<file path="config.mk">
export PLATFORM = sky130hd
export DESIGN_NAME = dkrj_cell
export DESIGN_NICKNAME = d
export VERILOG_FILES = /design/src/design/dkrj_pkg.sv /design/src/design/dkrj_cell.sv
export SDC_FILE = /design/constraint.sdc
export NUM_CORES = 1
export LEC_CHECK = 0
export ABC_AREA = 1
export BUFFER_PORTS_ARGS = -buffer_cell sky130_fd_sc_hd__buf_2
export CAP_MARGIN = 20
export CORE_MARGIN = 5
export CORE_UTILIZATION = 45
export CTS_BUF_LIST = sky130_fd_sc_hd__clkbuf_8
export CTS_CLUSTER_SIZE = 10
export DETAILED_ROUTE_END_ITERATION = 16
export PLACE_DENSITY_LB_ADDON = 0.2
export SYNTH_ARGS = -nofsm -noshare
export SYNTH_HDL_FRONTEND = slang
export SYNTH_SLANG_ARGS = --single-unit
</file>
<file path="constraint.sdc">
create_clock -name clk_i -period 3.7 [get_ports clk_i]
set_clock_uncertainty 0.15 [all_clocks]
set_input_delay 0.185 -clock clk_i [delete_from_list [all_inputs] [get_ports clk_i]]
set_output_delay 0.185 -clock clk_i [all_outputs]
set_load 0.01 [all_outputs]
</file>
<file path="src/design/dkrj_pkg.sv">
package dkrj_pkg;

  localparam int unsigned DefMaxEntries = 64;
  localparam int unsigned DefKeyBits    = 64;

  // Widest key and slot index the table supports; narrower settings leave upper bits at zero.
  localparam int unsigned KeyMaxW  = 64;
  localparam int unsigned SlotMaxW = 10;
  localparam int unsigned UsedW    = SlotMaxW + 1;

  localparam int unsigned RingW = 7;
  localparam logic [RingW-1:0] RingReset = 7'd64;

  localparam logic CmdQuery  = 1'b0;
  localparam logic CmdRecord = 1'b1;

  localparam logic StatusOk     = 1'b0;
  localparam logic StatusBadArg = 1'b1;

  // Search token that walks the chain, one cell per cycle.
  typedef struct packed {
    logic                live;
    logic                rec;
    logic [KeyMaxW-1:0]  key;
    logic [SlotMaxW-1:0] slot;
    logic                hit;
    logic                slot_valid;
  } probe_t;

  // Broadcast write of a new key into one cell.
  typedef struct packed {
    logic                en;
    logic [SlotMaxW-1:0] slot;
    logic [KeyMaxW-1:0]  key;
  } wr_t;

endpackage

</file>
<file path="src/design/dkrj_cell.sv">
module dkrj_cell
  import dkrj_pkg::*;
#(
  parameter int unsigned CellIdx = 0
) (
  input  logic             clk_i,
  input  logic             rst_ni,
  input  logic [UsedW-1:0] used_i,
  input  probe_t           probe_i,
  input  wr_t              wr_i,
  output probe_t           probe_o
);

  logic               valid_q;
  logic [KeyMaxW-1:0] key_q;
  probe_t             probe_d, probe_q;
  logic               in_use;
  logic               mine;

  assign in_use = UsedW'(CellIdx) < used_i;
  assign mine   = probe_i.slot == SlotMaxW'(CellIdx);

  always_comb begin
    probe_d = probe_i;
    if (in_use && valid_q && (key_q == probe_i.key)) begin
      probe_d.hit = 1'b1;
    end
    // The cell at the write pointer reports whether it already holds an entry.
    if (mine) begin
      probe_d.slot_valid = valid_q;
    end
  end

  always_ff @(posedge clk_i or negedge rst_ni) begin
    if (!rst_ni) begin
      probe_q <= '0;
      valid_q <= 1'b0;
    end else begin
      probe_q <= probe_d;
      if (wr_i.en && (wr_i.slot == SlotMaxW'(CellIdx))) begin
        valid_q <= 1'b1;
      end
    end
  end

  always_ff @(posedge clk_i) begin
    if (wr_i.en && (wr_i.slot == SlotMaxW'(CellIdx))) begin
      key_q <= wr_i.key;
    end
  end

  assign probe_o = probe_q;

endmodule

</file>
==> results of run 1 <==
-- worst paths after layout --
check	cells past startpoint	slack, ns	endpoint
setup / recovery	8	0.85	valid_q
hold / removal	2	0.15	probe_o[77]
setup reg to reg	9	2.20	probe_o[1]
hold reg to reg	2	0.47	probe_o[0]
max in group asynchronous	3	2.66	probe_o[57]
min in group clk_i	9	0.24	probe_o[1]
-- power groups by stage --
stage               Combinational, mW  Sequential (mW)  Clock [mW]
floorplan                      0.0426             1.77           0
global placement                0.238             1.74           0
detailed placement              0.245             1.75           0
CTS                             0.367             1.71        1.42
global route                    0.413             1.72        1.51
finish                          0.380             1.72        1.40
-- cell usage in the layout (no fill, tap or decap), types with 2 or more instances in the layout --
cell type        n
buf_2          242
buf_4            2
bufinv_16        5
clkbuf_8        19
clkinv_2         2
clkinv_4         2
dfrtp_1         79
dlygate4sd3_1  147
edfxtp_1        64
inv_1           64
nand2_1         92
nand3_1          4
nand4_1          2
nor2_1          62
nor4_1           3
o21ai_0         21
xnor2_1          7
xor2_1          15
-- cell families after synthesis --
logic type | share of synthesized area (%)
compound gates | 2.168
xor+xnor | 3.795
flops | 76.79
simple gates | 12.74
buf+inv | 4.510
-- routing by layer --
layer | share of wire [%] | track usage (%) | up-vias
li1 | - | - | 2135
met1 | 35 | 23.27 | 2071
met2 | 55 | 44.24 | 214
met3 | 7.6 | 7.358 | 32
met4 | 2.7 | 9.590 | 0
met5 | 0 | 0 | -
-- area by class of cell --
| class | instances | area [µm²] |
|---|---|---|
| inverters | 61 | 229.0 |
| clock inverters | 13 | 195.2 |
| fillers | 683 | 2491 |
| clock buffers | 19 | 261.5 |
| repair buffers | 392 | 2725 |
| well taps | 140 | 175.2 |
| diodes | 1 | 2.502 |
| flip-flops and latches | 143 | 3899 |
| multi-input cells | 210 | 957.2 |
-- registers in the layout (all words and copies together) (netlist names) --
signal / cells
key_q: 64
probe_o: 78
valid_q: 1
-- worst max-delay path, delay by kind of cell --
| family | cells | cell delay [ns] |
|---|---|---|
| buffers and inverters | 5 | 2.42 |
| AND/OR/NAND/NOR | 2 | 0.30 |
| AO/OA/AOI/OAI | 1 | 0.16 |
-- per-stage QoR --
stage | util (%) | hold WS [ns]
finish | 77.22 | 0.1465
global placement | 59.31 | 0.1459
global route | 77.20 | 0.1336
CTS | 76.95 | 0.1909
floorplan | - | -0.2606
detailed placement | 59.31 | 0.1546
==> reports/metrics.csv, run 1 <==
metric;value;unit
clk_pin_slew;0.08;ns
maxCapViolCount;0;
cts_buffer_depth;2;
yosysUniqueCellTypes;14;
post_cts_resized;0;
min_period;2.851;ns
dpl.cell_count;798;
port_buffers;243;
synth_top_area_cell;dfrtp_1;
cts_hold_buffers;147;
syn_area;0.005077;mm²
timing.final.crit_share;77.05;%
yosysMostFrequentCell;nand2_1;
antenna_found_initial;0;
p_per_area;414.4;mW/mm²
start_kind;primary input;
ys_ff_latch;143;
first_iter_violations;267;
synth_top_area_share;38.94;%
crit_path_top_delay_cell;dlygate4sd3_1;
maxSlewViolCount;0;
synth_edf_count;64;
seq_power_share;49.0;%
hpwl;9332;µm
post_cts_buffers;0;
wirelength;15700;µm
p_leak;4.103;nW
synthToLayoutAreaGrowth;66.31;%
worst_pin_slew;0.8582;ns
final_area;0.008444;mm²
pwr-share-clk;40.1;%
fmax;350.8;MHz
outcome;finished clean;
async_reset_ff_share;55.24;%
crit_type;primary input to flip-flop;
gp_congestion;0.7727;
die_h;116.2;µm
critPathMaxFanout;2;
insertion_delay;0.42;ns
cts_max_level;4;
p_comb_share;10.9;%
ys_seq_area_share;76.79;%
hold_class;primary input to async pin;
synth_flop_cell;dfrtp_1;
grt_pass1_wl;23340;µm
power.switching;0.7486;mW
cts_tree;done;
setup-violations-final;0;
final_cells;979;
dieArea;0.01351;mm²
core;0.01094;mm²
cts_made_buffers;17;
viasPerCell;4.547;
grt_remaining_overflow;0;
syn_avg_cell_area;12.26;µm²
max_slew_margin;42.79;%
dpl-instance-area;0.006486;mm²
avgRoutedWirePerCell;16.03;µm
drive_gt1_share;32.82;%
vias;4452;
crit_top_cell;dlygate4sd3_1;
cts_sinks;143;
rsz0062_at_grt;false;
r2r-start;key_q[49];
netlist_top_cells_area;dfrtp_1 (39%), edfxtp_1 (38%), nand2_1 (6.8%);
grt_usage;23.31;%
slowest_delay;0.62;ns
crit_arrival;3.06;ns
crit_start;wr_i[70];
syn_nets;580;
hold_viol;0;
swShare;21.39;%
max-vdd-ir-drop;280.6;µV
crit_required;3.91;ns
grt_start_max_net_pins;80;
postRouteAntennaNets;0;
die_w;116.2;µm
drtPass1Iterations;4;
grt_pass1_vias;4716;
power;3.500;mW
final_nets;991;
io_pins;244;
syn-instance-count;414;
finalWorstSetupSlack;0.8492;ns
start_util;46.43;%
fin_tns_setup;0;ns
rows;38;
dp_slack;1.594;ns
ys_warn_count;0;
p_int;2.751;mW
synthTopCellsByCount;nand2_1 (92), dfrtp_1 (79), edfxtp_1 (64);
path_cells;dlygate4sd3_1, buf_2, nor4_1, dlygate4sd3_1, nand4_1, dlygate4sd3_1, o21ai_0, dlygate4sd3_1;
cts_root_buffer;clkbuf_8;
cp-end-kind;flip-flop;
drc_errors;0;
Power figures use the tool's default switching activity.
==> run 2: changes to the inputs <==
--- a/config.mk
+++ b/config.mk
@@ -9,7 +9,7 @@
 export BUFFER_PORTS_ARGS = -buffer_cell sky130_fd_sc_hd__buf_2
 export CAP_MARGIN = 20
 export CORE_MARGIN = 5
-export CORE_UTILIZATION = 45
+export CORE_UTILIZATION = 43
 export CTS_BUF_LIST = sky130_fd_sc_hd__clkbuf_8
 export CTS_CLUSTER_SIZE = 10
 export DETAILED_ROUTE_END_ITERATION = 16
==> constraint.sdc (replaced) <==
create_clock -name clk_i -period 2.4 [get_ports clk_i]
set_clock_uncertainty 0.15 [all_clocks]
set_input_delay 0.12 -clock clk_i [delete_from_list [all_inputs] [get_ports clk_i]]
set_output_delay 0.12 -clock clk_i [all_outputs]
set_load 0.01 [all_outputs]
==> run 2 against run 1 <==
Compared with the run above:
- via count down 1.6%
- final cell count grew 0.20%
- critical endpoint unchanged
- sequential share of layout area grew 0.25 points
- clock power rose by 41%
- total power rose by 49%
- combinational power grew 51%
- global-route usage is 1.5 points lower
- worst hold slack worse by 0.11 ns
- non-clock buffer count is 1 lower
- sequential power is 53% higher
- worst setup slack got worse by 0.60 ns
==> reports/metrics.csv, run 2 (synthesis results as in run 1) <==
metric;value;unit
die_h;118.7;µm
die_w;118.7;µm
first_iter_violations;230;
grt_pass1_wl;23910;µm
start_kind;primary input;
grt_pass1_vias;4869;
avgRoutedWirePerCell;15.18;µm
fill_cells;773;
grt_remaining_overflow;0;
max-vdd-ir-drop;405.3;µV
grt_usage;21.78;%
post_cts_buffers;0;
p_leak;4.062;nW
power;5.200;mW
crit_type;primary input to flip-flop;
max_slew_margin;65.61;%
p_per_area;619.2;mW/mm²
start_util;44.09;%
most-common-layout-cells;buf_2 (242), dlygate4sd3_1 (146), nand2_1 (92), dfrtp_1 (79), edfxtp_1 (64);
min_period;2.147;ns
grt_start_max_net_pins;65;
finalWorstSetupSlack;0.2533;ns
dieArea;0.01408;mm²
antenna_found_initial;1;
setup-violations-final;0;
crit_required;2.61;ns
hold-worst-slack;0.03894;ns
gp_congestion;0.8092;
outcome;finished clean;
crit_arrival;2.36;ns
drtPass1Iterations;6;
maxSlewViolCount;0;
hpwl;9384;µm
cts_buffer_depth;2;
fin_tns_setup;0;ns
cp-end-kind;flip-flop;
port_buffers;243;
final_nets;990;
cts_root_buffer;clkbuf_8;
io_pins;244;
timing.final.crit_share;89.44;%
rows;39;
clk_pin_slew;0.07;ns
synthToLayoutAreaGrowth;65.40;%
maxCapViolCount;0;
core;0.01152;mm²
dp_slack;0.6991;ns
cts_tree;done;
critPathMaxFanout;2;
postRouteAntennaNets;0;
hold_viol;0;
cts_sinks;143;
viasPerCell;4.464;
insertion_delay;0.43;ns
cts_made_buffers;17;
mostFrequentLayoutCell;buf_2;
hold_class;primary input to async pin;
rsz0062_at_grt;false;
wirelength;14890;µm
fmax;465.8;MHz
largest_reg_flops;78;
cts_max_level;4;
seq_area;0.003899;mm²
multiInputGateArea;957.2;µm²
drc_errors;0;
worst_pin_slew;0.5159;ns
vias;4379;
drive_gt1_share;32.62;%
==> run 2: cell type report <==
| cell class | instances | share of cell area, % |
|---|---|---|
| sequential | 143 | 46.42 |
| clock inverter | 15 | 2.116 |
| multi-input combinational | 210 | 11.40 |
| inverter | 61 | 2.726 |
| antenna | 1 | 0.02980 |
| tap | 143 | 2.131 |
| timing repair buffer | 391 | 32.39 |
| clock buffer | 17 | 2.786 |
==> run 2: layer usage <==
metal	track usage [%]	part of all wire, %
met5	0	0
met2	40.28	54
met4	8.472	2.7
met3	6.925	7.3
met1	22.95	36
==> run 2: path summary, 6_finish.rpt <==
path                          endpoint  depth (start not counted)      start  slack (ns)
min in group clk_i          probe_o[1]                          9  used_i[0]        0.13
max reg2reg                    valid_q                          3    valid_q        0.92
max                            valid_q                          6   wr_i[74]        0.25
min reg2reg                 probe_o[0]                          2    valid_q        0.53
min                        probe_o[67]                          2     rst_ni        0.04
max in group asynchronous   probe_o[8]                          3     rst_ni        1.42
==> run 2: what timing repair did <==
item                      in CTS  in global routing
hold endpoints to repair     222                  0
hold buffers                 146                  0
resized for setup              0                  0
==> run 2: through the flow <==
step           cell area (µm²)  instances  util [%]
3_5_place_dp              6523        802     56.64
6_report                  8398        981     72.92
2_1_floorplan             5085        414         -
4_1_cts                   8396        980     72.90
5_1_grt                   8398        981     72.92
3_3_place_gp              6523        802     56.64
==> run 2: report_power, final <==
part | switching (mW) | leakage, nW | internal [mW] | total [mW]
sequential | 0.0184 | 1.49 | 2.62 | 2.64
combinational | 0.244 | 2.36 | 0.331 | 0.575
clock | 0.872 | 0.210 | 1.11 | 1.98
total | 1.13 | 4.06 | 4.07 | 5.20
==> run 2: worst max-delay path, cell delays in order <==
cell           delay [ns]
dlygate4sd3_1        0.55
buf_2                0.12
nand4_1              0.16
dlygate4sd3_1        0.61
o21ai_0              0.20
dlygate4sd3_1        0.59
==> run 3: changes to the inputs <==
--- a/config.mk
+++ b/config.mk
@@ -13,7 +13,8 @@
 export CTS_BUF_LIST = sky130_fd_sc_hd__clkbuf_8
 export CTS_CLUSTER_SIZE = 10
 export DETAILED_ROUTE_END_ITERATION = 16
-export PLACE_DENSITY_LB_ADDON = 0.2
+export PLACE_DENSITY_LB_ADDON = 0.08
+export RECOVER_POWER = 50
 export SYNTH_ARGS = -nofsm -noshare
 export SYNTH_HDL_FRONTEND = slang
 export SYNTH_SLANG_ARGS = --single-unit
==> run 3 against run 2 <==
Compared with the run above:
- total power fell by 7.1%
- routed wire length fell by 7.2%
- critical path depth did not move
- final cell count fell by 0.10%
- worst hold slack improved by 0.10 ns
- register-to-register slack improved by 0.09 ns
- combinational power fell by 4.0%
- via count fell by 2.7%
- sequential share of layout area rose by 1.0 points
==> reports/metrics.csv, run 3 (synthesis results as in run 1) <==
metric;value;unit
vias;4262;
post_cts_resized;0;
setup-violations-final;0;
gp_congestion;0.7731;
cp-end-kind;flip-flop;
grt_usage;20.90;%
p_int;3.744;mW
dieArea;0.01408;mm²
dpl-instance-area;0.006523;mm²
hold_end;probe_o[1];
viasPerCell;4.349;
reg2regPathDepth;9;
core;0.01152;mm²
post_cts_buffers;0;
p_comb_share;11.4;%
crit_required;2.62;ns
cts_tree;done;
cts_sinks;143;
avgRoutedWirePerCell;14.10;µm
synthToLayoutAreaGrowth;61.93;%
mostFrequentLayoutCell;buf_2;
finish.utilization;71.39;%
cts_made_buffers;17;
ff2ff_setup_slack;1.01;ns
hold_class;primary input to flip-flop;
rsz0062_at_grt;false;
final_area;0.008222;mm²
seq_power_share;54.7;%
maxCapViolCount;0;
die_h;118.7;µm
power;4.833;mW
worstHoldPathCells;9;
most-common-layout-cells;buf_2 (168), dlygate4sd3_1 (146), nand2_1 (92), dfrtp_1 (79), clkbuf_1 (74);
die_w;118.7;µm
p_per_area;587.8;mW/mm²
maxSlewViolCount;0;
outcome;finished clean;
r2r_end;probe_o[1];
antenna_cells;0;
io_pins;244;
r2r-start;key_q[1];
cts_root_buffer;clkbuf_8;
postRouteAntennaNets;0;
insertion_delay;0.44;ns
start_kind;primary input;
port_buffers;243;
hpwl;9191;µm
cts_buffer_depth;2;
grt_pass1_wl;22990;µm
max-vdd-ir-drop;458.2;µV
first_iter_violations;159;
start_util;44.09;%
cts_hold_buffers;146;
fin_tns_setup;0;ns
grt_remaining_overflow;0;
worst_pin_slew;0.9447;ns
swShare;22.52;%
crit_type;primary input to flip-flop;
fmax;453.5;MHz
pwr-share-clk;33.9;%
cts_max_level;4;
largest_reg_flops;78;
wirelength;13810;µm
timing.final.crit_share;91.88;%
grt_start_max_net_pins;65;
rows;39;
clk_pin_slew;0.07;ns
antenna_found_initial;0;
p_leak;3.838;nW
drtPass1Iterations;4;
worstHoldStart;used_i[0];
min_period;2.205;ns
power.switching;1.088;mW
fill_cells;880;
drc_errors;0;
grt_pass1_vias;4766;
final_nets;990;
max_slew_margin;37.02;%
hold_viol;0;
crit_arrival;2.43;ns
drive_gt1_share;23.42;%
critPathMaxFanout;2;
run 3: cell count changes in the layout (fill, tap and decap cells not counted), moves of 2 or more:
cell and change:
buf_2 -74, bufinv_16 -3, clkbuf_1 +74, clkinv_2 +2, clkinvlp_4 -2, inv_1 +2
run 3: cell type report:
| type | count | area, µm² | area share (%) |
|---|---|---|---|
| timing repair buffer | 391 | 2625 | 31.93 |
| sequential | 143 | 3899 | 47.42 |
| tap | 143 | 178.9 | 2.176 |
| multi-input combinational | 210 | 957.2 | 11.64 |
| clock buffer | 18 | 247.7 | 3.013 |
| clock inverter | 14 | 85.08 | 1.035 |
| inverter | 61 | 229.0 | 2.785 |
run 3: how the worst max path moves through the flow:
stage / start / slack [ns] / cells after the start / end
after floorplan: wr_i[64] / 0.31 / 2 / key_q[0]
after global placement: wr_i[69] / 0.74 / 5 / key_q[17]
after detailed placement: wr_i[69] / 0.72 / 5 / key_q[24]
after CTS: wr_i[66] / 0.23 / 6 / valid_q
after global routing: wr_i[66] / 0.18 / 6 / valid_q
final: wr_i[66] / 0.19 / 6 / valid_q
run 3: layer usage:
metal / track usage, % / up-vias / routed length (µm) / part of all wire [%]
met5: 0 / - / 0 / 0
met4: 7.314 / 0 / 181 / 1.3
met3: 6.972 / 14 / 935 / 6.8
met2: 38.44 / 138 / 7554 / 55
met1: 22.34 / 1987 / 5143 / 37
li1: - / 2123 / - / -
run 3: per-stage QoR:
stage / hold WS, ns / setup WS [ns] / instances
floorplan: -0.3256 / 0.3113 / 414
global placement: -0.04634 / 0.7393 / 802
detailed placement: -0.03855 / 0.7190 / 802
CTS: 0.02501 / 0.2348 / 980
global route: 0.1592 / 0.1793 / 980
finish: 0.1421 / 0.1949 / 980
run 3: worst max-delay path, stage by stage:
cell and delay, ns:
dlygate4sd3_1 0.53, buf_2 0.11, or3_1 0.36, dlygate4sd3_1 0.58, o21ai_0 0.16, dlygate4sd3_1 0.56
run 3: power by group through the flow:
stage          clock network, mW  logic [mW]  registers, mW
2_1_floorplan                  0      0.0660           2.73
3_3_place_gp                   0       0.369           2.69
3_5_place_dp                   0       0.379           2.69
4_1_cts                     1.67       0.568           2.64
5_1_grt                     1.78       0.611           2.65
6_report                    1.64       0.552           2.64
